$ cat src/tsb_pkg.sv
`timescale 1ns / 1ps
// ----------------------------------------------------------------------------
// tsb_pkg: shared types and constants of the TCP SYN header builder
// Payload structs, configuration indexes, header word order and the
// intermediate record that travels from the front end to the emitter.
// ----------------------------------------------------------------------------
package tsb_pkg;

    localparam int HDR_WORDS      = 10;
    localparam int WORD_IDX_W     = $clog2(HDR_WORDS);
    localparam int QUEUE_DEPTH_DEF = 2;

    localparam int CFG_IDX_W  = 2;
    localparam int CFG_DATA_W = 32;

    localparam logic [CFG_IDX_W-1:0] CFG_SEQ_BASE      = 2'd0;
    localparam logic [CFG_IDX_W-1:0] CFG_SRC_PORT_BASE = 2'd1;
    localparam logic [CFG_IDX_W-1:0] CFG_IP_IDENT      = 2'd2;

    localparam logic [15:0] IDENT_RESET = 16'h0100;

    // header constants
    localparam logic [31:0] VER_IHL_TOS_LEN = 32'h4500_0028;
    localparam logic [7:0]  PROTO_TCP       = 8'h06;
    localparam logic [15:0] TCP_LEN         = 16'd20;
    localparam logic [7:0]  TCP_DATA_OFF    = 8'h50;
    localparam logic [7:0]  TCP_FLAG_SYN    = 8'h02;
    localparam logic [7:0]  TTL_BASE        = 8'd50;
    localparam logic [15:0] SPORT_MOD       = 16'd20000;

    typedef enum logic [WORD_IDX_W-1:0] {
        WD_VER_LEN,
        WD_IDENT,
        WD_TTL,
        WD_SRC,
        WD_DST,
        WD_PORTS,
        WD_SEQ,
        WD_ACK,
        WD_FLAGS,
        WD_TCP_CSUM
    } word_idx_t;

    typedef struct packed {
        logic [31:0] src_addr;
        logic [31:0] dst_addr;
        logic [15:0] dst_port;
    } in_t;

    typedef struct packed {
        logic [31:0] header_word;
        logic        last_word;
    } out_t;

    typedef struct packed {
        logic [31:0] seq_base;
        logic [15:0] src_port_base;
        logic [15:0] ip_ident;
    } cfg_t;

    typedef struct packed {
        logic [31:0] src_addr;
        logic [31:0] dst_addr;
        logic [15:0] dst_port;
        logic [15:0] src_port;
        logic [31:0] seq;
        logic [7:0]  ttl;
        logic [15:0] win;
        logic [15:0] ident;
        logic [15:0] ip_csum;
        logic [15:0] tcp_csum;
    } job_t;

endpackage

$ cat src/tsb_front.sv
`timescale 1ns / 1ps
// ----------------------------------------------------------------------------
// tsb_front: probe intake and header field pipeline
// Three stages: derived fields, raw checksum sums, checksum fold. The last
// stage pushes a finished job into the queue.
// ----------------------------------------------------------------------------
module tsb_front
    import tsb_pkg::*;
(
    input  logic clk,
    input  logic rst_n,
    input  cfg_t cfg,
    input  logic in_valid,
    output logic in_stall,
    input  in_t  in_data,
    output logic push,
    output job_t push_job,
    input  logic q_full
);

    logic advance;

    logic        s1_valid_reg, s2_valid_reg, s3_valid_reg;
    job_t        s1_job_reg, s2_job_reg, s3_job_reg;
    logic [17:0] s1_addr_sum_reg;
    logic [19:0] s2_ip_raw_reg, s2_tcp_raw_reg;

    job_t        s1_job_next, s2_job_next, s3_job_next;
    logic [17:0] s1_addr_sum_next;
    logic [19:0] s2_ip_raw_next, s2_tcp_raw_next;

    logic [5:0]  nib_sum;
    logic [4:0]  nib_fold;
    logic [2:0]  r5;
    logic [1:0]  k4;
    logic [4:0]  r20;
    logic [15:0] port_m;

    function automatic logic [15:0] csum_fold(input logic [19:0] s);
        logic [16:0] a;
        logic [15:0] b;
        a = {1'b0, s[15:0]} + {13'b0, s[19:16]};
        b = a[15:0] + {15'b0, a[16]};
        return ~b;
    endfunction

    assign advance  = !s3_valid_reg || !q_full;
    assign in_stall = !advance;
    assign push     = s3_valid_reg && !q_full;
    assign push_job = s3_job_reg;

    // stage 1: port mod 20 via mod 4 / mod 5 (16 = 1 mod 5), port mod 20000
    always_comb
    begin
        nib_sum  = 6'(in_data.dst_port[3:0]) + 6'(in_data.dst_port[7:4])
                 + 6'(in_data.dst_port[11:8]) + 6'(in_data.dst_port[15:12]);
        nib_fold = 5'(nib_sum[5:4]) + 5'(nib_sum[3:0]);
        if (nib_fold >= 5'd15)
            r5 = 3'(nib_fold - 5'd15);
        else if (nib_fold >= 5'd10)
            r5 = 3'(nib_fold - 5'd10);
        else if (nib_fold >= 5'd5)
            r5 = 3'(nib_fold - 5'd5);
        else
            r5 = nib_fold[2:0];
        // CRT: x = r5 + 5k, with 5 = 1 mod 4
        k4  = in_data.dst_port[1:0] - r5[1:0];
        r20 = 5'(r5) + {1'b0, k4, 2'b00} + 5'(k4);

        if (in_data.dst_port >= 16'(3 * 20000))
            port_m = in_data.dst_port - 16'(3 * 20000);
        else if (in_data.dst_port >= 16'(2 * 20000))
            port_m = in_data.dst_port - 16'(2 * 20000);
        else if (in_data.dst_port >= SPORT_MOD)
            port_m = in_data.dst_port - SPORT_MOD;
        else
            port_m = in_data.dst_port;

        s1_job_next          = '0;
        s1_job_next.src_addr = in_data.src_addr;
        s1_job_next.dst_addr = in_data.dst_addr;
        s1_job_next.dst_port = in_data.dst_port;
        s1_job_next.src_port = port_m + cfg.src_port_base;
        s1_job_next.seq      = cfg.seq_base + {15'b0, in_data.dst_port, 1'b0};
        s1_job_next.ttl      = 8'(r20) + TTL_BASE;
        s1_job_next.ident    = cfg.ip_ident;
        s1_addr_sum_next     = 18'(in_data.src_addr[31:16]) + 18'(in_data.src_addr[15:0])
                             + 18'(in_data.dst_addr[31:16]) + 18'(in_data.dst_addr[15:0]);
    end

    // stage 2: raw one's-complement sums
    always_comb
    begin
        s2_job_next     = s1_job_reg;
        s2_job_next.win = {4'(s1_job_reg.ttl[1:0]) + 4'd1, 12'b0} >> 2;
        s2_ip_raw_next  = 20'(s1_addr_sum_reg) + 20'(VER_IHL_TOS_LEN[31:16])
                        + 20'(VER_IHL_TOS_LEN[15:0]) + 20'(s1_job_reg.ident)
                        + 20'({s1_job_reg.ttl, PROTO_TCP});
        s2_tcp_raw_next = 20'(s1_addr_sum_reg) + 20'(PROTO_TCP) + 20'(TCP_LEN)
                        + 20'(s1_job_reg.src_port) + 20'(s1_job_reg.dst_port)
                        + 20'(s1_job_reg.seq[31:16]) + 20'(s1_job_reg.seq[15:0])
                        + 20'({TCP_DATA_OFF, TCP_FLAG_SYN}) + 20'(s2_job_next.win);
    end

    // stage 3: fold and invert
    always_comb
    begin
        s3_job_next          = s2_job_reg;
        s3_job_next.ip_csum  = csum_fold(s2_ip_raw_reg);
        s3_job_next.tcp_csum = csum_fold(s2_tcp_raw_reg);
    end

    always_ff @(posedge clk or negedge rst_n)
    begin
        if (!rst_n)
        begin
            s1_valid_reg <= 1'b0;
            s2_valid_reg <= 1'b0;
            s3_valid_reg <= 1'b0;
        end
        else if (advance)
        begin
            s1_valid_reg <= in_valid;
            s2_valid_reg <= s1_valid_reg;
            s3_valid_reg <= s2_valid_reg;
        end
    end

    always_ff @(posedge clk)
    begin
        if (advance)
        begin
            s1_job_reg      <= s1_job_next;
            s1_addr_sum_reg <= s1_addr_sum_next;
            s2_job_reg      <= s2_job_next;
            s2_ip_raw_reg   <= s2_ip_raw_next;
            s2_tcp_raw_reg  <= s2_tcp_raw_next;
            s3_job_reg      <= s3_job_next;
        end
    end

    a_s3_hold: assert property (@(posedge clk) disable iff (!rst_n)
        s3_valid_reg && q_full |=> s3_valid_reg && $stable(s3_job_reg))
        else $error("front: stalled job lost or changed");

    a_stall_only_full: assert property (@(posedge clk) disable iff (!rst_n)
        in_stall |-> s3_valid_reg && q_full)
        else $error("front: stall without a full queue");

    a_push_valid: assert property (@(posedge clk) disable iff (!rst_n)
        push |-> s3_valid_reg)
        else $error("front: push without a job");

endmodule

$ cat src/tsb_queue.sv
`timescale 1ns / 1ps
// ----------------------------------------------------------------------------
// tsb_queue: small job queue between front end and emitter
// Register-based FIFO; head is visible combinationally.
// ----------------------------------------------------------------------------
module tsb_queue
    import tsb_pkg::*;
#(
    parameter int DEPTH = QUEUE_DEPTH_DEF
)
(
    input  logic clk,
    input  logic rst_n,
    input  logic push,
    input  job_t push_job,
    output logic full,
    input  logic pop,
    output logic head_valid,
    output job_t head_job
);

    localparam int PTR_W = (DEPTH > 1) ? $clog2(DEPTH) : 1;
    localparam int CNT_W = $clog2(DEPTH + 1);

    job_t             slot_reg [DEPTH];
    logic [PTR_W-1:0] wr_ptr_reg, rd_ptr_reg;
    logic [CNT_W-1:0] count_reg;

    function automatic logic [PTR_W-1:0] ptr_inc(input logic [PTR_W-1:0] p);
        return (p == PTR_W'(DEPTH - 1)) ? '0 : p + PTR_W'(1);
    endfunction

    assign full       = (count_reg == CNT_W'(DEPTH));
    assign head_valid = (count_reg != '0);
    assign head_job   = slot_reg[rd_ptr_reg];

    always_ff @(posedge clk or negedge rst_n)
    begin
        if (!rst_n)
        begin
            wr_ptr_reg <= '0;
            rd_ptr_reg <= '0;
            count_reg  <= '0;
        end
        else
        begin
            if (push)
                wr_ptr_reg <= ptr_inc(wr_ptr_reg);
            if (pop)
                rd_ptr_reg <= ptr_inc(rd_ptr_reg);
            if (push && !pop)
                count_reg <= count_reg + CNT_W'(1);
            else if (pop && !push)
                count_reg <= count_reg - CNT_W'(1);
        end
    end

    always_ff @(posedge clk)
    begin
        if (push)
            slot_reg[wr_ptr_reg] <= push_job;
    end

    a_no_overflow: assert property (@(posedge clk) disable iff (!rst_n)
        push |-> !full || pop)
        else $error("queue: push while full");

    a_no_underflow: assert property (@(posedge clk) disable iff (!rst_n)
        pop |-> head_valid)
        else $error("queue: pop while empty");

    a_count_range: assert property (@(posedge clk) disable iff (!rst_n)
        count_reg <= CNT_W'(DEPTH))
        else $error("queue: count out of range");

endmodule

$ cat src/tsb_back.sv
`timescale 1ns / 1ps
// ----------------------------------------------------------------------------
// tsb_back: header word emitter
// Walks the ten header words of the job at the queue head into an output
// register, one word per beat; pops the job as its last word is loaded.
// ----------------------------------------------------------------------------
module tsb_back
    import tsb_pkg::*;
(
    input  logic clk,
    input  logic rst_n,
    input  logic head_valid,
    input  job_t head_job,
    output logic pop,
    output logic out_valid,
    input  logic out_stall,
    output out_t out_data
);

    word_idx_t   idx_reg, idx_next;
    logic        out_valid_reg;
    out_t        out_data_reg, out_data_next;
    logic        load;

    assign load      = head_valid && (!out_valid_reg || !out_stall);
    assign pop       = load && (idx_reg == WD_TCP_CSUM);
    assign out_valid = out_valid_reg;
    assign out_data  = out_data_reg;

    always_comb
    begin
        out_data_next.last_word = (idx_reg == WD_TCP_CSUM);
        case (idx_reg)
            WD_VER_LEN:  out_data_next.header_word = VER_IHL_TOS_LEN;
            WD_IDENT:    out_data_next.header_word = {head_job.ident, 16'h0000};
            WD_TTL:      out_data_next.header_word = {head_job.ttl, PROTO_TCP,
                                                      head_job.ip_csum};
            WD_SRC:      out_data_next.header_word = head_job.src_addr;
            WD_DST:      out_data_next.header_word = head_job.dst_addr;
            WD_PORTS:    out_data_next.header_word = {head_job.src_port, head_job.dst_port};
            WD_SEQ:      out_data_next.header_word = head_job.seq;
            WD_ACK:      out_data_next.header_word = 32'h0000_0000;
            WD_FLAGS:    out_data_next.header_word = {TCP_DATA_OFF, TCP_FLAG_SYN,
                                                      head_job.win};
            WD_TCP_CSUM: out_data_next.header_word = {head_job.tcp_csum, 16'h0000};
            default:     out_data_next.header_word = 32'h0000_0000;
        endcase

        if (idx_reg == WD_TCP_CSUM)
            idx_next = WD_VER_LEN;
        else
            idx_next = word_idx_t'(idx_reg + WORD_IDX_W'(1));
    end

    always_ff @(posedge clk or negedge rst_n)
    begin
        if (!rst_n)
        begin
            idx_reg       <= WD_VER_LEN;
            out_valid_reg <= 1'b0;
        end
        else
        begin
            if (load)
            begin
                idx_reg       <= idx_next;
                out_valid_reg <= 1'b1;
            end
            else if (!out_stall)
                out_valid_reg <= 1'b0;
        end
    end

    always_ff @(posedge clk)
    begin
        if (load)
            out_data_reg <= out_data_next;
    end

    a_job_held: assert property (@(posedge clk) disable iff (!rst_n)
        idx_reg != WD_VER_LEN |-> head_valid)
        else $error("back: job left the queue mid-header");

    a_wrap: assert property (@(posedge clk) disable iff (!rst_n)
        load && idx_reg == WD_TCP_CSUM |=> idx_reg == WD_VER_LEN)
        else $error("back: word index did not wrap after last word");

    a_last_at_pop: assert property (@(posedge clk) disable iff (!rst_n)
        pop |=> out_valid_reg && out_data_reg.last_word)
        else $error("back: pop without last word");

endmodule

$ cat src/tcp_syn_packet_builder.sv
`timescale 1ns / 1ps
// ----------------------------------------------------------------------------
// tcp_syn_packet_builder: IPv4 + TCP SYN header generator
// Builds a 40-byte IPv4/TCP SYN header with both Internet checksums for each
// probe and streams it out as ten big-endian 32-bit words.
// ----------------------------------------------------------------------------
// Each accepted probe (source address, destination address, destination
// port) yields ten output beats, IP header first; last_word marks the tenth.
// The word emitter delivers one word per cycle while out_stall is low.
// Probes are taken in back to back while the three-stage field/checksum
// pipeline and the job queue (QUEUE_DEPTH jobs) have room; on an idle
// block a probe passes through the pipeline stages and the job queue
// into the output register, which presents its first word. Registers
// (seq_base, src_port_base, ip_ident) should be written only while no
// probe is in flight.
module tcp_syn_packet_builder
    import tsb_pkg::*;
#(
    parameter int QUEUE_DEPTH = QUEUE_DEPTH_DEF
)
(
    input  logic                  clk,
    input  logic                  rst_n,
    input  logic                  cfg_we,
    input  logic [CFG_IDX_W-1:0]  cfg_index,
    input  logic [CFG_DATA_W-1:0] cfg_data,
    input  logic                  in_valid,
    output logic                  in_stall,
    input  in_t                   in_data,
    output logic                  out_valid,
    input  logic                  out_stall,
    output out_t                  out_data
);

    cfg_t cfg_reg;
    logic push, pop, q_full, head_valid;
    job_t push_job, head_job;

    always_ff @(posedge clk or negedge rst_n)
    begin
        if (!rst_n)
        begin
            cfg_reg.seq_base      <= '0;
            cfg_reg.src_port_base <= '0;
            cfg_reg.ip_ident      <= IDENT_RESET;
        end
        else if (cfg_we)
        begin
            case (cfg_index)
                CFG_SEQ_BASE:      cfg_reg.seq_base      <= cfg_data;
                CFG_SRC_PORT_BASE: cfg_reg.src_port_base <= cfg_data[15:0];
                CFG_IP_IDENT:      cfg_reg.ip_ident      <= cfg_data[15:0];
                default:           ;
            endcase
        end
    end

    tsb_front u_front (
        .clk      (clk),
        .rst_n    (rst_n),
        .cfg      (cfg_reg),
        .in_valid (in_valid),
        .in_stall (in_stall),
        .in_data  (in_data),
        .push     (push),
        .push_job (push_job),
        .q_full   (q_full)
    );

    tsb_queue #(
        .DEPTH (QUEUE_DEPTH)
    ) u_queue (
        .clk        (clk),
        .rst_n      (rst_n),
        .push       (push),
        .push_job   (push_job),
        .full       (q_full),
        .pop        (pop),
        .head_valid (head_valid),
        .head_job   (head_job)
    );

    tsb_back u_back (
        .clk        (clk),
        .rst_n      (rst_n),
        .head_valid (head_valid),
        .head_job   (head_job),
        .pop        (pop),
        .out_valid  (out_valid),
        .out_stall  (out_stall),
        .out_data   (out_data)
    );

endmodule

$ cat config.mk
export PLATFORM = sky130hd
export DESIGN_NAME = tcp_syn_packet_builder
export DESIGN_NICKNAME = d
export VERILOG_FILES = /design/src/tsb_pkg.sv /design/src/tsb_front.sv /design/src/tsb_queue.sv /design/src/tsb_back.sv /design/src/tcp_syn_packet_builder.sv
export SDC_FILE = /design/constraint.sdc
export NUM_CORES = 2
export LEC_CHECK = 0
export ABC_AREA = 1
export BUFFER_PORTS_ARGS = -buffer_cell sky130_fd_sc_hd__buf_2
export CAP_MARGIN = 20
export CORE_AREA = 2 2 373 375
export CTS_CLUSTER_SIZE = 40
export DETAILED_ROUTE_END_ITERATION = 10
export DIE_AREA = 0 0 375 377
export PLACE_DENSITY = 0.48
export SLEW_MARGIN = 15
export SYNTH_ARGS = -nofsm -noshare
export SYNTH_HDL_FRONTEND = slang
export SYNTH_HIERARCHICAL = 1
export SYNTH_SLANG_ARGS = --single-unit
$ cat constraint.sdc
create_clock -name clk -period 24.3 [get_ports clk]
set_input_delay 0 -clock clk [delete_from_list [all_inputs] [get_ports clk]]
set_output_delay 0 -clock clk [all_outputs]
set_load 0.005 [all_outputs]
# After elaboration in Yosys (flattened, before gate mapping)
# Memories as Yosys holds them, arrays and structs flattened.
# Index checks and enable logic that the tools add are counted.
dict set report word_totals {
  register_bits 663
  ram_bits 376
  input_bits 119
  elab_cells 140
  mem_count 1
}
# name depth word_bits rd rd_ports_with_merged_regs write_ports line
set mem_list {}
lappend mem_list {u_queue.slot_reg 2 188 1 0 1 tsb_queue.sv:25} ;# job_t slot_reg [DEPTH];
dict set report op_classes {
  n_addsub 41
  order_cmp 6
  n_eq_ne 12
  n_mux 16
  bitwise_logic 2
  reduce_logical 21
}
# cell count
set op_table {}
lappend op_table {{32-bit one-hot mux with 9 select lines} 1}
lappend op_table {{20-bit by 16-bit adder with 20-bit output} 6}
lappend op_table {{16-bit 2-to-1 mux} 3}
lappend op_table {{18-bit by 16-bit adder with 18-bit output} 2}
lappend op_table {{16-bit by 4-bit adder with 17-bit output} 2}
lappend op_table {{16-bit by 1-bit adder with 16-bit output} 2}
lappend op_table {{32-bit by 17-bit adder with 32-bit output} 1}
lappend op_table {{16-bit greater-or-equal comparator (second input constant)} 2}
lappend op_table {{16-bit inverter} 2}
lappend op_table {{16-bit subtractor (second input constant)} 2}
lappend op_table {{20-bit by 14-bit adder with 20-bit output} 1}
lappend op_table {{20-bit by 15-bit adder with 20-bit output (second input constant)} 1}
lappend op_table {{20-bit by 5-bit adder with 20-bit output (second input constant)} 1}
lappend op_table {{20-bit by 6-bit adder with 20-bit output (second input constant)} 1}
lappend op_table {{18-bit by 15-bit adder with 19-bit output (second input constant)} 1}
lappend op_table {{18-bit by 3-bit adder with 19-bit output (second input constant)} 1}
lappend op_table {{16-bit by 16-bit adder with 17-bit output} 1}
lappend op_table {{16-bit adder} 1}
lappend op_table {{16-bit by 15-bit greater-or-equal comparator with 1-bit output (second input constant)} 1}
lappend op_table {{16-bit by 15-bit subtractor with 16-bit output (second input constant)} 1}
lappend op_table {{6-bit by 4-bit adder with 6-bit output} 2}
lappend op_table {{4-bit by 3-bit equality test with 1-bit output (second input constant)} 3}
lappend op_table {{5-bit by 4-bit greater-or-equal comparator with 1-bit output (second input constant)} 2}
lappend op_table {{3-bit 2-to-1 mux} 3}
lappend op_table {{30 further kinds} 55}

# Longest topological paths before layout
dict set report depth {
  ltp_word 12
  ltp_mapped 35
  depth_no_buf 34
}

# Hierarchy
# The synthesis kept the hierarchy.
# module instances cells_each area_each_um2 seq_area_each_um2
set modules_own_cells {}
lappend modules_own_cells {tsb_front 1 2103 27233.6 16530.9}
lappend modules_own_cells {tsb_queue 1 647 14711.6 12111.6}
lappend modules_own_cells {tsb_back 1 521 3274.4 1116.1}
lappend modules_own_cells {tcp_syn_packet_builder 1 283 2593.7 1602.8}

# Least setup slack after synthesis
# OpenSTA, ideal clock, no wires.
dict set report synth_timing {
  path_kind {flip-flop to flip-flop}
  from {reg u_queue.count_reg[1]}
  to {reg u_front.s1_valid_reg}
  arrival_ns 13.559
  path_slack_ns 10.572
  path_stages_with_launch 7
  n_path_buf 0
  path_cell_list {dfrtp_1 inv_1 nor2_1 nand2_1 inv_1 nand2_1 nand2_1}
}
dict set report synth_between {
  elab_chain_cells 3
}
# element line
set synth_rtl {}
lappend synth_rtl {{from (decl)} tsb_queue.sv:27} ;# logic [CNT_W-1:0] count_reg;
lappend synth_rtl {{from (signal assigned)} tsb_queue.sv:52} ;# count_reg <= count_reg + CNT_W'(1);
lappend synth_rtl {{from (signal assigned)} tsb_queue.sv:54} ;# count_reg <= count_reg - CNT_W'(1);
lappend synth_rtl {{2-bit equality test} tsb_queue.sv:33} ;# assign full = (count_reg == CNT_W'(DEPTH));
lappend synth_rtl {{net q_full} tcp_syn_packet_builder.sv:36} ;# logic push, pop, q_full, head_valid;
lappend synth_rtl {{1-bit zero test} tsb_front.sv:47} ;# assign advance = !s3_valid_reg || !q_full;
lappend synth_rtl {{1-bit logical OR} tsb_front.sv:47}
lappend synth_rtl {{to (signal assigned)} tsb_front.sv:123} ;# s1_valid_reg <= in_valid;
lappend synth_rtl {{to (decl)} tsb_front.sv:23} ;# logic s1_valid_reg, s2_valid_reg, s3_valid_reg;
# The timed path passes the listed nets, and every way through them passes these cells.
# A chain may end at the register's enable or synchronous reset.

==> impl_metrics.tcl <==
set metrics [dict create \
    die_y_um 377 \
    register_area_um2 31400 \
    start_util_pct 34.9 \
    wirelength_um 131000 \
    place_congestion 0.875 \
    clock_sinks 1057 \
    fin_area_um2 55900 \
    clk_latency_ns 0.76 \
    rsz0062_at_grt "false" \
    ys_ff_latch 1057 \
    hold_path_class "in -> reg" \
    max_stage_delay_ns 0.65 \
    drive_gt1_share_pct 15.7 \
    die_area_um2 141000 \
    hold_depth 2 \
    clockBufferDepth 3 \
    mostFrequentLayoutCell "edfxtp_1" \
    slowest_stage "fa_1" \
    largest_reg_flops 400 \
    nets 4348 \
    path_class "in -> reg" \
    async_flop_share_pct 7.19 \
    cp_top_family "adder cells" \
    ant_nets 0 \
    synth_cell_type_count 63 \
    place_ws_ns 17.55 \
    synth_area_um2 47800 \
    multi_input_area_um2 14700 \
    cts_setup_buffers 0 \
    cts-htree-levels 3 \
    ys_dominant_reg_cell "edfxtp_1" \
    synth.avg_cell_area_um2 13.5 \
    finalCriticalPeriod_ns 6.44 \
    path_common_cell "inv_1" \
    drv_cap 0 \
    fmax_mhz 155 \
    worst-path-max-fanout 6 \
    io_pins 154 \
    groute.usage.overall_pct 18.6 \
    grt_max_degree 172 \
    netlist_instances 3554 \
    crit_buf_inv 10 \
    layout_common_cells "981 x edfxtp_1, 697 x nand2_1, 288 x nand3_1" \
    synth_edf_count 981 \
    dr.pass1.iters 7 \
    fin_ws_ns 17.86 \
    core_um2 137000 \
    reg2reg_depth 12 \
    maxSlewHeadroom_pct 29.2 \
    grt_pass1_wl_um 191000 \
    syn_to_final_growth_pct 17.0 \
    cts-resized-gates 0 \
    cp_num_cells 33 \
    report.final.slew_viol_count 0 \
    wire_per_inst_um 22.5 \
    overflow 0 \
    grt_pass1_vias 28152 \
    worst_ep_required_time_ns 24.75 \
    dp_hpwl_um 95900 \
    place_area_um2 50400 \
    start_kind "primary input" \
    arrival_ns 6.89 \
    via_count 27967 \
    clock-skew-final_ns 0.0619 \
    endpoint_kind "register" \
    fillers 12835 \
    status "finished, final reports clean" \
    cts_tree "done" \
    ctsRootBufferMaster "clkbuf_16" \
    drt_iter0_drc 2219 \
    finalCritPeriodShare_pct 26.5 \
    tns_ns 0 \
    rows 136 \
    seq_area_frac_synth_pct 65.6 \
    cts_made_buffers 112 \
    ys.warnings.count 6 \
    worstMarginPinSlew_ns 1.06 \
    die_w_um 375 \
    drc 0 \
    cts.clk_slew.worst_paths_ns 0.06 \
    via_per_inst 4.80 \
    hold_viol 0 \
    io_buffers 153 \
    antenna_found_initial 15 \
    setup_viol 0 \
]
[cells by family (layout without fill, tap and decap cells)]
kind of cell	count (synthesis)	count (layout)	synth area share [%]
buf+inv	391	861	3.84
simple gates	1298	1298	12.1
mux	202	202	4.75
other cells	1	15	0.00784
fa+ha+maj	285	285	9.14
xor+xnor	114	114	2.12
compound gates	206	206	2.47
flops	1057	1057	65.6
[repair_timing]
item	in CTS	in global routing
hold buffers	185	0
hold endpoints to repair	241	0
setup endpoints to repair	0	0
[cell type report]
cell class	count	area share [%]
Antenna cell	1	0.00447
Clock buffer	142	5.40
Clock inverter	65	1.22
Inverter	290	1.97
Multi-Input combinational cell	2119	26.3
Sequential cell	1057	56.1
Tap cell	1794	4.01
Timing Repair Buffer	364	5.07
[layer usage]
metal / global-route usage, % / share of wire [%] / vias up
met3: 2.77 / 4.6 / 151
li1: - / - / 13292
met5: 0 / 0.0061 / -
met1: 25.7 / 45 / 13891
met4: 4.95 / 2.4 / 2
met2: 30.6 / 48 / 631
[cells in the mapped netlist, drive strengths merged (29+ instances only)]
library cell  number  area, µm²
a21oi            100        531
buf               98        727
dfrtp             75       1880
edfxtp           981      29500
fa               107       2140
ha               178       2230
inv              286       1080
mux2             200       2250
nand2            711       2720
nand3            299       1560
nand4             61        388
nor2             177        805
nor3              29        166
o21ai             60        308
xor2              87        777
[per-stage QoR]
stage / cells / hold WS (ns) / utilization (%)
floorplan: 3567 / -0.296 / -
global placement: 5439 / -0.0535 / 36.8
detailed placement: 5439 / -0.0569 / 36.8
CTS: 5831 / 0.000183 / 40.8
global route: 5831 / 0.0234 / 40.8
finish: 5832 / 0.0585 / 40.8
[final timing paths]
path | startpoint | endpoint | slack [ns]
setup / recovery | in_data[1] | u_front/s1_job_reg[67] | 17.86
hold / removal | in_data[71] | u_front/s1_job_reg[191] | 0.06
setup reg to reg | u_front/s1_job_reg[65] | u_front/s2_tcp_raw_reg[16] | 19.86
hold reg to reg | u_front/s2_job_reg[158] | u_front/push_job[158] | 0.37
max in group asynchronous | rst_n | cfg_reg[61] | 23.01
min in group asynchronous | rst_n | u_back/idx_reg[3] | 0.34
Power is not shown: default switching activity piles up to over one toggle a cycle in this logic, so the estimate is an artifact.
